--- src/hw/rtl/tsfa_pkg.sv ---
// Shared constants, types and the UTF-8 step function for the text stream format analyser.
`timescale 1ns / 1ps

package tsfa_pkg;

  localparam int unsigned COUNT_WIDTH_DEF = 32;
  localparam int unsigned MAX_RES         = 4;
  localparam logic [31:0] MAX_EDIT_RESET  = 32'd16777216;

  localparam logic [7:0] CH_LF = 8'h0A;
  localparam logic [7:0] CH_CR = 8'h0D;

  typedef enum logic [2:0] {
    RULE_NONE,
    RULE_MIN_A0,
    RULE_BELOW_A0,
    RULE_MIN_90,
    RULE_BELOW_90
  } rule_t;

  typedef struct packed {
    logic [1:0] cont;
    rule_t      rule;
    logic       err;
  } utf8_st_t;

  function automatic logic [7:0] bom_byte(input logic [1:0] k);
    logic [7:0] b;
    case (k)
      2'd0:    b = 8'hEF;
      2'd1:    b = 8'hBB;
      default: b = 8'hBF;
    endcase
    return b;
  endfunction

  function automatic utf8_st_t utf8_step(input utf8_st_t s, input logic [7:0] c);
    utf8_st_t n;
    logic     bad;
    n   = s;
    bad = 1'b0;
    if (!s.err) begin
      if (s.cont == 2'd0) begin
        n.rule = RULE_NONE;
        if (c < 8'h80) begin
          n.cont = 2'd0;
        end else if ((c & 8'hE0) == 8'hC0 && c >= 8'hC2) begin
          n.cont = 2'd1;
        end else if ((c & 8'hF0) == 8'hE0) begin
          n.cont = 2'd2;
          if (c == 8'hE0) begin
            n.rule = RULE_MIN_A0;
          end else if (c == 8'hED) begin
            n.rule = RULE_BELOW_A0;
          end
        end else if ((c & 8'hF8) == 8'hF0 && c <= 8'hF4) begin
          n.cont = 2'd3;
          if (c == 8'hF0) begin
            n.rule = RULE_MIN_90;
          end else if (c == 8'hF4) begin
            n.rule = RULE_BELOW_90;
          end
        end else begin
          n.err = 1'b1;
        end
      end else begin
        bad = ((c & 8'hC0) != 8'h80) ||
              (s.rule == RULE_MIN_A0   && c <  8'hA0) ||
              (s.rule == RULE_BELOW_A0 && c >= 8'hA0) ||
              (s.rule == RULE_MIN_90   && c <  8'h90) ||
              (s.rule == RULE_BELOW_90 && c >= 8'h90);
        n.rule = RULE_NONE;
        if (bad) begin
          n.err  = 1'b1;
          n.cont = 2'd0;
        end else begin
          n.cont = s.cont - 2'd1;
        end
      end
    end
    return n;
  endfunction

endpackage

--- src/hw/rtl/text_stream_format_analyser_top.sv ---
// Top level of the text stream format analyser: BOM strip, CR LF normalization, UTF-8 check.
`timescale 1ns / 1ps

// Raw file bytes enter one per beat; each input beat is fully evaluated in the cycle it is
// accepted and its results (zero to four: normalized text bytes, then one summary on the
// end-of-file beat) are loaded into a four-entry result buffer. The output channel drains
// that buffer one beat per cycle while out_stall is low, and a new input beat is taken in
// the same cycle as the last buffered result leaves. A held partial byte order mark or a
// held CR is released as the following byte or the end marker decides. Counters saturate
// at 2^COUNT_WIDTH-1 and are reported clipped to 32 bits. The user must write the size
// limit through the cfg port only while the block is idle; the block itself does not
// enforce it. The size limit resets to 16777216.

module text_stream_format_analyser_top
  import tsfa_pkg::*;
#(
  parameter int unsigned COUNT_WIDTH = COUNT_WIDTH_DEF
) (
  input  logic        clk,
  input  logic        rst_n,
  input  logic        in_valid,
  output logic        in_stall,
  input  logic [7:0]  in_data_byte,
  input  logic        in_has_byte,
  input  logic        in_end_of_file,
  output logic        out_valid,
  input  logic        out_stall,
  output logic        out_kind,
  output logic [7:0]  out_text_byte,
  output logic        out_final_item,
  output logic        out_had_bom,
  output logic        out_mostly_crlf,
  output logic        out_utf8_ok,
  output logic        out_too_big,
  output logic [31:0] out_crlf_total,
  output logic [31:0] out_lf_total,
  output logic [31:0] out_raw_total,
  input  logic        cfg_valid,
  output logic        cfg_ready,
  input  logic [31:0] cfg_max_edit_bytes
);

  localparam logic [COUNT_WIDTH-1:0] CNT_MAX = '1;

  logic [31:0]            max_edit_r;
  logic [1:0]             bom_len_r, bom_len_nxt;
  logic                   bom_decided_r, bom_decided_nxt;
  logic                   bom_seen_r, bom_seen_nxt;
  logic                   cr_pending_r, cr_pending_nxt;
  logic [COUNT_WIDTH-1:0] byte_cnt_r, byte_cnt_nxt;
  logic [COUNT_WIDTH-1:0] crlf_cnt_r, crlf_cnt_nxt;
  logic [COUNT_WIDTH-1:0] lf_cnt_r, lf_cnt_nxt;
  utf8_st_t               utf_r, utf_nxt;

  logic [7:0]             text_r [MAX_RES];
  logic [7:0]             text_nxt [MAX_RES];
  logic [2:0]             n_text_r, n_text_nxt;
  logic                   sum_r, sum_nxt;
  logic [2:0]             total_r;
  logic [1:0]             rd_idx_r;

  logic                   had_bom_r, had_bom_nxt;
  logic                   mostly_crlf_r, mostly_crlf_nxt;
  logic                   utf8_ok_r, utf8_ok_nxt;
  logic                   too_big_r, too_big_nxt;
  logic [31:0]            crlf_tot_r, crlf_tot_nxt;
  logic [31:0]            lf_tot_r, lf_tot_nxt;
  logic [31:0]            raw_tot_r, raw_tot_nxt;

  logic                   in_take;
  logic                   out_take;
  logic                   out_last;
  logic                   out_is_sum;

  function automatic logic [31:0] clip32(input logic [COUNT_WIDTH-1:0] v);
    logic [31:0] r;
    if (COUNT_WIDTH > 32 && (64'(v) >> 32) != 64'd0) begin
      r = '1;
    end else begin
      r = 32'(v);
    end
    return r;
  endfunction

  assign cfg_ready = 1'b1;

  assign out_valid  = (total_r != 3'd0);
  assign out_last   = ({1'b0, rd_idx_r} == (total_r - 3'd1));
  assign out_take   = out_valid && !out_stall;
  assign in_stall   = out_valid && !(out_take && out_last);
  assign in_take    = in_valid && !in_stall;
  assign out_is_sum = sum_r && ({1'b0, rd_idx_r} == n_text_r);

  assign out_kind        = out_is_sum;
  assign out_text_byte   = out_is_sum ? 8'd0 : text_r[rd_idx_r];
  assign out_final_item  = out_last;
  assign out_had_bom     = out_is_sum & had_bom_r;
  assign out_mostly_crlf = out_is_sum & mostly_crlf_r;
  assign out_utf8_ok     = out_is_sum & utf8_ok_r;
  assign out_too_big     = out_is_sum & too_big_r;
  assign out_crlf_total  = out_is_sum ? crlf_tot_r : 32'd0;
  assign out_lf_total    = out_is_sum ? lf_tot_r : 32'd0;
  assign out_raw_total   = out_is_sum ? raw_tot_r : 32'd0;

  always_comb begin
    logic [7:0] feed [4];
    logic [1:0] n_feed;
    logic [1:0] m;
    logic [7:0] x;
    logic       crp;
    utf8_st_t   u;
    logic [2:0] nt;

    for (int k = 0; k < 4; k++) begin
      feed[k] = 8'd0;
    end
    for (int k = 0; k < MAX_RES; k++) begin
      text_nxt[k] = 8'd0;
    end
    n_feed          = 2'd0;
    nt              = 3'd0;
    x               = 8'd0;
    m               = (bom_len_r > 2'd2) ? 2'd2 : bom_len_r;
    bom_len_nxt     = bom_len_r;
    bom_decided_nxt = bom_decided_r;
    bom_seen_nxt    = bom_seen_r;
    byte_cnt_nxt    = byte_cnt_r;
    crlf_cnt_nxt    = crlf_cnt_r;
    lf_cnt_nxt      = lf_cnt_r;
    crp             = cr_pending_r;
    u               = utf_r;

    if (in_has_byte) begin
      byte_cnt_nxt = (byte_cnt_r == CNT_MAX) ? byte_cnt_r : byte_cnt_r + COUNT_WIDTH'(1);
      if (in_data_byte == CH_LF) begin
        if (cr_pending_r) begin
          crlf_cnt_nxt = (crlf_cnt_r == CNT_MAX) ? crlf_cnt_r
                                                 : crlf_cnt_r + COUNT_WIDTH'(1);
        end else begin
          lf_cnt_nxt = (lf_cnt_r == CNT_MAX) ? lf_cnt_r : lf_cnt_r + COUNT_WIDTH'(1);
        end
      end
      if (!bom_decided_r) begin
        if (in_data_byte == bom_byte(m)) begin
          if (m == 2'd2) begin
            bom_decided_nxt = 1'b1;
            bom_seen_nxt    = 1'b1;
            bom_len_nxt     = 2'd0;
          end else begin
            bom_len_nxt = m + 2'd1;
          end
        end else begin
          bom_decided_nxt = 1'b1;
          for (int k = 0; k < 3; k++) begin
            if (k < int'(bom_len_r)) begin
              feed[n_feed] = bom_byte(2'(k));
              n_feed       = n_feed + 2'd1;
            end
          end
          bom_len_nxt  = 2'd0;
          feed[n_feed] = in_data_byte;
          n_feed       = n_feed + 2'd1;
        end
      end else begin
        feed[n_feed] = in_data_byte;
        n_feed       = n_feed + 2'd1;
      end
    end

    if (in_end_of_file && !bom_decided_nxt) begin
      for (int k = 0; k < 3; k++) begin
        if (k < int'(bom_len_nxt)) begin
          feed[n_feed] = bom_byte(2'(k));
          n_feed       = n_feed + 2'd1;
        end
      end
      bom_len_nxt = 2'd0;
    end

    for (int k = 0; k < 3; k++) begin
      if (k < int'(n_feed)) begin
        x = feed[k];
        if (crp) begin
          crp = 1'b0;
          if (x != CH_LF && nt < 3'(MAX_RES)) begin
            text_nxt[nt[1:0]] = CH_CR;
            u                 = utf8_step(u, CH_CR);
            nt                = nt + 3'd1;
          end
        end
        if (x == CH_CR) begin
          crp = 1'b1;
        end else if (nt < 3'(MAX_RES)) begin
          text_nxt[nt[1:0]] = x;
          u                 = utf8_step(u, x);
          nt                = nt + 3'd1;
        end
      end
    end

    if (in_end_of_file && crp) begin
      crp = 1'b0;
      if (nt < 3'(MAX_RES)) begin
        text_nxt[nt[1:0]] = CH_CR;
        u                 = utf8_step(u, CH_CR);
        nt                = nt + 3'd1;
      end
    end

    n_text_nxt      = nt;
    sum_nxt         = in_end_of_file && (nt < 3'(MAX_RES));
    had_bom_nxt     = bom_seen_nxt;
    mostly_crlf_nxt = crlf_cnt_nxt > lf_cnt_nxt;
    utf8_ok_nxt     = !u.err && (u.cont == 2'd0);
    too_big_nxt     = 64'(byte_cnt_nxt) > 64'(max_edit_r);
    crlf_tot_nxt    = clip32(crlf_cnt_nxt);
    lf_tot_nxt      = clip32(lf_cnt_nxt);
    raw_tot_nxt     = clip32(byte_cnt_nxt);

    cr_pending_nxt = crp;
    utf_nxt        = u;

    if (in_end_of_file) begin
      bom_len_nxt     = 2'd0;
      bom_decided_nxt = 1'b0;
      bom_seen_nxt    = 1'b0;
      cr_pending_nxt  = 1'b0;
      byte_cnt_nxt    = '0;
      crlf_cnt_nxt    = '0;
      lf_cnt_nxt      = '0;
      utf_nxt         = '{cont: 2'd0, rule: RULE_NONE, err: 1'b0};
    end
  end

  always_ff @(posedge clk) begin
    if (!rst_n) begin
      max_edit_r    <= MAX_EDIT_RESET;
      bom_len_r     <= 2'd0;
      bom_decided_r <= 1'b0;
      bom_seen_r    <= 1'b0;
      cr_pending_r  <= 1'b0;
      byte_cnt_r    <= '0;
      crlf_cnt_r    <= '0;
      lf_cnt_r      <= '0;
      utf_r         <= '{cont: 2'd0, rule: RULE_NONE, err: 1'b0};
      total_r       <= 3'd0;
      rd_idx_r      <= 2'd0;
      n_text_r      <= 3'd0;
      sum_r         <= 1'b0;
    end else begin
      if (cfg_valid && cfg_ready) begin
        max_edit_r <= cfg_max_edit_bytes;
      end
      if (in_take) begin
        bom_len_r     <= bom_len_nxt;
        bom_decided_r <= bom_decided_nxt;
        bom_seen_r    <= bom_seen_nxt;
        cr_pending_r  <= cr_pending_nxt;
        byte_cnt_r    <= byte_cnt_nxt;
        crlf_cnt_r    <= crlf_cnt_nxt;
        lf_cnt_r      <= lf_cnt_nxt;
        utf_r         <= utf_nxt;
        n_text_r      <= n_text_nxt;
        sum_r         <= sum_nxt;
        total_r       <= n_text_nxt + {2'd0, sum_nxt};
        rd_idx_r      <= 2'd0;
      end else if (out_take) begin
        if (out_last) begin
          total_r  <= 3'd0;
          rd_idx_r <= 2'd0;
        end else begin
          rd_idx_r <= rd_idx_r + 2'd1;
        end
      end
    end
  end

  always_ff @(posedge clk) begin
    if (in_take) begin
      for (int k = 0; k < MAX_RES; k++) begin
        text_r[k] <= text_nxt[k];
      end
      had_bom_r     <= had_bom_nxt;
      mostly_crlf_r <= mostly_crlf_nxt;
      utf8_ok_r     <= utf8_ok_nxt;
      too_big_r     <= too_big_nxt;
      crlf_tot_r    <= crlf_tot_nxt;
      lf_tot_r      <= lf_tot_nxt;
      raw_tot_r     <= raw_tot_nxt;
    end
  end

endmodule
--- config.mk ---
export PLATFORM = sky130hd
export DESIGN_NAME = text_stream_format_analyser_top
export DESIGN_NICKNAME = d
export VERILOG_FILES = /design/src/hw/rtl/tsfa_pkg.sv /design/src/hw/rtl/text_stream_format_analyser_top.sv
export SDC_FILE = /design/constraint.sdc
export NUM_CORES = 1
export LEC_CHECK = 0
export ABC_AREA = 1
export BUFFER_PORTS_ARGS = -buffer_cell sky130_fd_sc_hd__buf_2
export CAP_MARGIN = 20
export CELL_PAD_IN_SITES_DETAIL_PLACEMENT = 0
export CELL_PAD_IN_SITES_GLOBAL_PLACEMENT = 1
export CORE_ASPECT_RATIO = 1.2
export CORE_MARGIN = 4
export CORE_UTILIZATION = 45
export CTS_CLUSTER_SIZE = 30
export DETAILED_ROUTE_END_ITERATION = 10
export GPL_TIMING_DRIVEN = 0
export HOLD_SLACK_MARGIN = 0.06
export PLACE_DENSITY = 0.87
export SETUP_SLACK_MARGIN = 0.5
export SYNTH_ARGS = -nofsm -noshare
export SYNTH_HDL_FRONTEND = slang
export SYNTH_SLANG_ARGS = --single-unit
--- constraint.sdc ---
create_clock -name clk -period 12.05 [get_ports clk]
set_input_delay 2.41 -clock clk [delete_from_list [all_inputs] [get_ports clk]]
set_output_delay 2.41 -clock clk [all_outputs]
set_load 0.02 [all_outputs]
==> results of run 1 <==
power by group through the flow:
| stage | Clock [mW] | Sequential (mW) | Combinational [mW] |
|---|---|---|---|
| 4_1_cts | 0.930 | 1.15 | 0.597 |
| 5_1_grt | 0.962 | 1.16 | 0.660 |
| 3_3_place_gp | 0 | 1.19 | 0.576 |
| 3_5_place_dp | 0 | 1.18 | 0.595 |
| 2_1_floorplan | 0 | 1.18 | 0.394 |
| 6_report | 0.914 | 1.15 | 0.593 |
worst paths after layout:
path / startpoint / end / slack, ps / depth (start not counted)
hold reg to reg: lf_cnt_r[31] / lf_cnt_r[31] / 470 / 2
setup / recovery: in_data_byte[6] / total_r[2] / 1690 / 54
hold / removal: lf_cnt_r[31] / lf_cnt_r[31] / 470 / 2
setup reg to reg: bom_len_r[1] / total_r[2] / 2720 / 54
flip-flops by register name, summed over array words and instances (netlist names), 2 cells and up, named ones only:
register,cells
byte_cnt_r,32
crlf_cnt_r,32
lf_cnt_r,32
rd_idx_r,2
crlf_tot_r,32
total_r,3
raw_tot_r,32
text_r,32
max_edit_r,32
lf_tot_r,32
utf_r,6
n_text_r,3
bom_len_r,2
cell usage in the layout (no fill, tap or decap), types with 9 or more instances in the layout:
master,netlist,layout
nand2_1,501,501
inv_1,441,440
nor2_1,314,314
a21oi_1,190,190
buf_2,0,157
dfxtp_1,150,150
edfxtp_1,132,132
o21ai_0,118,118
ha_1,113,113
nand3_1,76,76
xor2_1,67,67
nor3_1,63,63
clkbuf_1,58,60
nand4_1,38,38
inv_2,37,37
clkbuf_16,0,30
o22ai_1,29,29
nand2_2,27,27
xnor2_1,18,18
a22oi_1,17,17
nor4_1,13,13
nor2_2,12,12
nand2_4,9,9
nand3_2,9,9
o21ai_1,9,9
metal layers:
layer / track usage / share of wire / vias up
li1: - / - / 8575
met1: 0.281 / 0.41 / 7858
met2: 0.447 / 0.52 / 438
met3: 0.0150 / 0.040 / 94
met4: 0.0782 / 0.034 / 0
met5: 0 / 0 / -
through the flow:
stage	hold slack, ps	total power, mW
after floorplan	429	1.57
after global placement	453	1.77
after detailed placement	453	1.77
after CTS	467	2.68
after global routing	483	2.79
final	466	2.66
cells by family (layout without fill, tap and decap cells):
group           count (synthesis)  in the layout  synth area share
compound gates                428            428             0.133
xor+xnor                       87             87            0.0422
fa+ha+maj                     113            113            0.0767
buf+inv                       548            759             0.113
flops                         282            282             0.378
other cells                     1              1          0.000204
simple gates                 1082           1082             0.256
critical path, delay by kind of cell:
family,cells,cell delay (ps)
AO/OA/AOI/OAI,11,1930
AND/OR/NAND/NOR,18,2370
adder cells (fa/ha/maj),9,2330
buffers and inverters,15,1530
XOR/XNOR,1,260
cell type report:
type,count,area [sq um],share of cell area
buffer,65,263,0.0126
clock buffer,32,758,0.0363
timing repair buffer,159,825,0.0395
tap,533,667,0.0319
sequential,282,6970,0.334
inverter,483,1830,0.0874
multi-input combinational,1711,9380,0.449
clock inverter,20,201,0.00965
==> impl_metrics.env, run 1 <==
export IMPL_max_stage_delay_ps=460
export IMPL_portBuffers=157
export IMPL_synth_most_common_cell="nand2_1"
export IMPL_antenna_found_initial=0
export IMPL_fin_nets=2890
export IMPL_period_share=0.859
export IMPL_hold_path_class="flip-flop to flip-flop"
export IMPL_holdBufCountCts=0
export IMPL_grt_max_degree=104
export IMPL_p_comb_frac=0.223
export IMPL_n_fill_cell=4070
export IMPL_grt_overflow_total=0
export IMPL_pwr_share_clk=0.343
export IMPL_grt_pass1_vias=16409
export IMPL_slew_headroom=0.379
export IMPL_clk_latency_ps=560
export IMPL_clk_pin_slew_ps=60
export IMPL_initial_utilization=0.459
export IMPL_drive_above_1_share=0.122
export IMPL_wl_per_cell_um=16.5
export IMPL_yosys_warnings=0
export IMPL_crit_top_cell="inv_1"
export IMPL_switchingPower_mw=0.862
export IMPL_die_area_sq_um=44300
export IMPL_grtUsageTotal=0.237
export IMPL_area_delta_synth_final_pct=13.3
export IMPL_syn_avg_cell_area_sq_um=7.25
export IMPL_fin_ws_ps=1690
export IMPL_cts_root_buffer="clkbuf_16"
export IMPL_crit_required_ps=12540
export IMPL_dp_slack_ps=1100
export IMPL_arrival_ps=10840
export IMPL_io_pins=160
export IMPL_routabilityCongestion=0.966
export IMPL_synth_edf_count=132
export IMPL_synth_common_cells="501 x nand2_1, 441 x inv_1, 314 x nor2_1"
export IMPL_synthTopCellsByArea="edfxtp_1 22%, dfxtp_1 16%, nand2_1 10%"
export IMPL_placedCellCount=3233
export IMPL_synth_top_cell_area_share=0.215
export IMPL_post_cts_setup_buffer_count=0
export IMPL_worstMarginPinSlew_ps=925
export IMPL_cts_buffers=28
export IMPL_ys_ff_latch=282
export IMPL_cts_tree="built"
export IMPL_synth_flop_cell="dfxtp_1"
export IMPL_cp_start_kind="input pin"
export IMPL_crit_slowest_cell="nor2_1"
export IMPL_min_period_ps=10360
export IMPL_ys_types=66
export IMPL_placed_cell_area_sq_um=19900
export IMPL_cts_resized=0
export IMPL_first_pass_iters=5
export IMPL_die_w_um=193
export IMPL_syn_nets=2701
export IMPL_die_height_um=230
export IMPL_core_sq_um=40100
export IMPL_wl_um=54100
export IMPL_seqPwrFrac=0.434
export IMPL_rsz0062_at_grt="no"
export IMPL_p_leak_nw=9.70
export IMPL_end_kind="flip-flop"
export IMPL_drc=0
export IMPL_drv_slew=0
export IMPL_fin_skew_ps=24.7
export IMPL_setup_viol=0
export IMPL_seq_area_frac_synth=0.378
export IMPL_numClockSinks=282
export IMPL_p_int_mw=1.80
export IMPL_setup_tns_ps=0
export IMPL_stdcell_count=3285
export IMPL_finalInstanceArea_sq_um=20900
export IMPL_power_density_nw_per_um2=127
export IMPL_critPathKind="input pin to flip-flop"
export IMPL_ant_nets=0
export IMPL_hold_violations=0
export IMPL_drt_iter0_drc=868
export IMPL_ir_drop_uv=76.2
export IMPL_synthCells=2541
export IMPL_cts_buffer_depth=3
export IMPL_grt_pass1_wl_um=84500
export IMPL_htreeDepth=1
export IMPL_yosysTopAreaCell="edfxtp_1"
export IMPL_antenna_cells=0
export IMPL_cp_max_fo=9
export IMPL_hpwl_um=43200
export IMPL_vias=16965
export IMPL_syn_area_sq_um=18400
export IMPL_swShare=0.324
export IMPL_routed_via_density=5.16
export IMPL_fmax_mhz=96.6
export IMPL_status="completed"
export IMPL_drv_cap=0
export IMPL_rows=80
export IMPL_post_route_util=0.520
export IMPL_synthArstFlopShare=0
(Power assumes the default switching activity.)
==> inputs of run 2 (changes only) <==
Settings changed: BUFFER_PORTS_ARGS -buffer_cell sky130_fd_sc_hd__buf_2 to -buffer_cell sky130_fd_sc_hd__clkbuf_2.
==> run 2 against run 1 <==
Compared with the run above:
- global-route usage rose by 0.19 points
- combinational power barely moved
- utilization is 0.23 points higher
- largest power group unchanged
- highest routed layer unchanged
==> impl_metrics.env, run 2 (synthesis gave the netlist of run 1 again) <==
export IMPL_status="completed"
export IMPL_hold_violations=0
export IMPL_clk_latency_ps=560
export IMPL_pwr_share_clk=0.359
export IMPL_rsz0062_at_grt="no"
export IMPL_ant_nets=0
export IMPL_rows=80
export IMPL_fin_skew_ps=10.9
export IMPL_crit_top_cell="inv_1"
export IMPL_numClockSinks=282
export IMPL_r2r_cells=54
export IMPL_holdBufCountCts=0
export IMPL_core_sq_um=40100
export IMPL_drc=0
export IMPL_routed_via_density=5.21
export IMPL_r2r_end="total_r[2]"
export IMPL_period_share=0.861
export IMPL_grt_pass1_wl_um=85000
export IMPL_post_cts_setup_buffer_count=0
export IMPL_io_pins=160
export IMPL_seqPwrFrac=0.423
export IMPL_placedCellCount=3233
export IMPL_grtUsageTotal=0.238
export IMPL_critPathKind="input pin to flip-flop"
export IMPL_r2r_setup_slack_ps=2750
export IMPL_slew_headroom=0.357
export IMPL_cts_tree="built"
export IMPL_grt_pass1_vias=16518
export IMPL_hpwl_um=43400
export IMPL_cts_resized=0
export IMPL_p_int_mw=1.86
export IMPL_fin_hold_ws_ps=465
export IMPL_first_pass_iters=5
export IMPL_htreeDepth=1
export IMPL_grt_max_degree=78
export IMPL_arrival_ps=10850
export IMPL_hold_start="lf_cnt_r[31]"
export IMPL_layout_commonest_cell="nand2_1"
export IMPL_finalInstanceArea_sq_um=21000
export IMPL_final_cell_mix="501 x nand2_1, 440 x inv_1, 314 x nor2_1"
export IMPL_die_height_um=230
export IMPL_max_stage_delay_ps=480
export IMPL_setup_viol=0
export IMPL_vias=17123
export IMPL_swShare=0.318
export IMPL_cts_buffer_depth=3
export IMPL_stdcell_count=3287
export IMPL_cts_root_buffer="clkbuf_16"
export IMPL_setup_tns_ps=0
export IMPL_cts_buffers=29
export IMPL_hold_path_class="flip-flop to flip-flop"
export IMPL_ir_drop_uv=89.0
export IMPL_cp_max_fo=9
export IMPL_power_density_nw_per_um2=130
export IMPL_crit_required_ps=12530
export IMPL_routabilityCongestion=0.967
export IMPL_drv_cap=0
export IMPL_drt_iter0_drc=932
export IMPL_p_leak_nw=9.68
export IMPL_wl_um=54000
export IMPL_dp_slack_ps=1160
export IMPL_crit_slowest_cell="nor2_1"
export IMPL_die_w_um=193
export IMPL_die_area_sq_um=44300
export IMPL_antenna_found_initial=0
export IMPL_wl_per_cell_um=16.4
export IMPL_holdPathEnd="lf_cnt_r[31]"
export IMPL_antenna_cells=0
export IMPL_switchingPower_mw=0.869
export IMPL_p_comb_frac=0.218
export IMPL_fmax_mhz=96.4
export IMPL_drv_slew=0
export IMPL_totalPowerFinal_mw=2.73
export IMPL_worstMarginPinSlew_ps=964
export IMPL_area_delta_synth_final_pct=13.8
export IMPL_portBuffers=157
export IMPL_fin_ws_ps=1680
export IMPL_post_route_util=0.523
export IMPL_initial_utilization=0.459
export IMPL_placed_cell_area_sq_um=19900
export IMPL_r2r_start="bom_len_r[0]"
export IMPL_min_period_ps=10370
export IMPL_fin_nets=2891
export IMPL_grt_overflow_total=0
export IMPL_min_delay_path_depth=2
export IMPL_n_fill_cell=3976
export IMPL_drive_above_1_share=0.123
export IMPL_clk_pin_slew_ps=60
export IMPL_end_kind="flip-flop"
export IMPL_cp_start_kind="input pin"
[run 2: changes by cell type in the layout (fill, tap and decap cells not counted), moves of 2 or more]
| cell | previous run | this run |
|---|---|---|
| buf_2 | 157 | 0 |
| bufinv_16 | 3 | 5 |
| clkbuf_2 | 0 | 157 |
| clkbuf_8 | 0 | 3 |
| clkinv_4 | 2 | 4 |
| clkinvlp_4 | 5 | 1 |
[run 2: per-layer routing]
metal,global-route usage,share of wire,vias up
met4,0.105,0.048,0
met3,0.0190,0.038,125
met1,0.286,0.41,7976
li1,-,-,8569
met5,0,0,-
met2,0.432,0.50,453
[run 2: power by group through the flow]
stage	Combinational [mW]	Clock, mW	Sequential [mW]
finish	0.596	0.980	1.16
global route	0.662	1.03	1.16
detailed placement	0.597	0	1.18
floorplan	0.394	0	1.18
CTS	0.599	0.995	1.16
global placement	0.577	0	1.19
[run 2: worst max path at each step]
stage                         start         end
global route        in_data_byte[6]  total_r[2]
detailed placement  in_data_byte[6]  total_r[2]
global placement    in_data_byte[6]  total_r[1]
floorplan           in_data_byte[6]  total_r[1]
CTS                 in_data_byte[6]  total_r[2]
finish              in_data_byte[6]  total_r[2]
[run 2: cell type report]
type	count	area, sq um	area share
multi-input cells	1711	9380	0.447
flip-flops and latches	282	6970	0.332
inverters	483	1830	0.0870
repair buffers	159	825	0.0393
clock buffers	35	800	0.0381
well taps	533	667	0.0318
plain buffers	65	263	0.0125
clock inverters	19	251	0.0120
[run 2: critical path, delay by kind of cell]
| family | cells | cell delay [ps] |
|---|---|---|
| AO/OA/AOI/OAI | 11 | 1960 |
| AND/OR/NAND/NOR | 18 | 2320 |
| XOR/XNOR | 1 | 260 |
| buffers and inverters | 15 | 1570 |
| adder cells (fa/ha/maj) | 9 | 2310 |
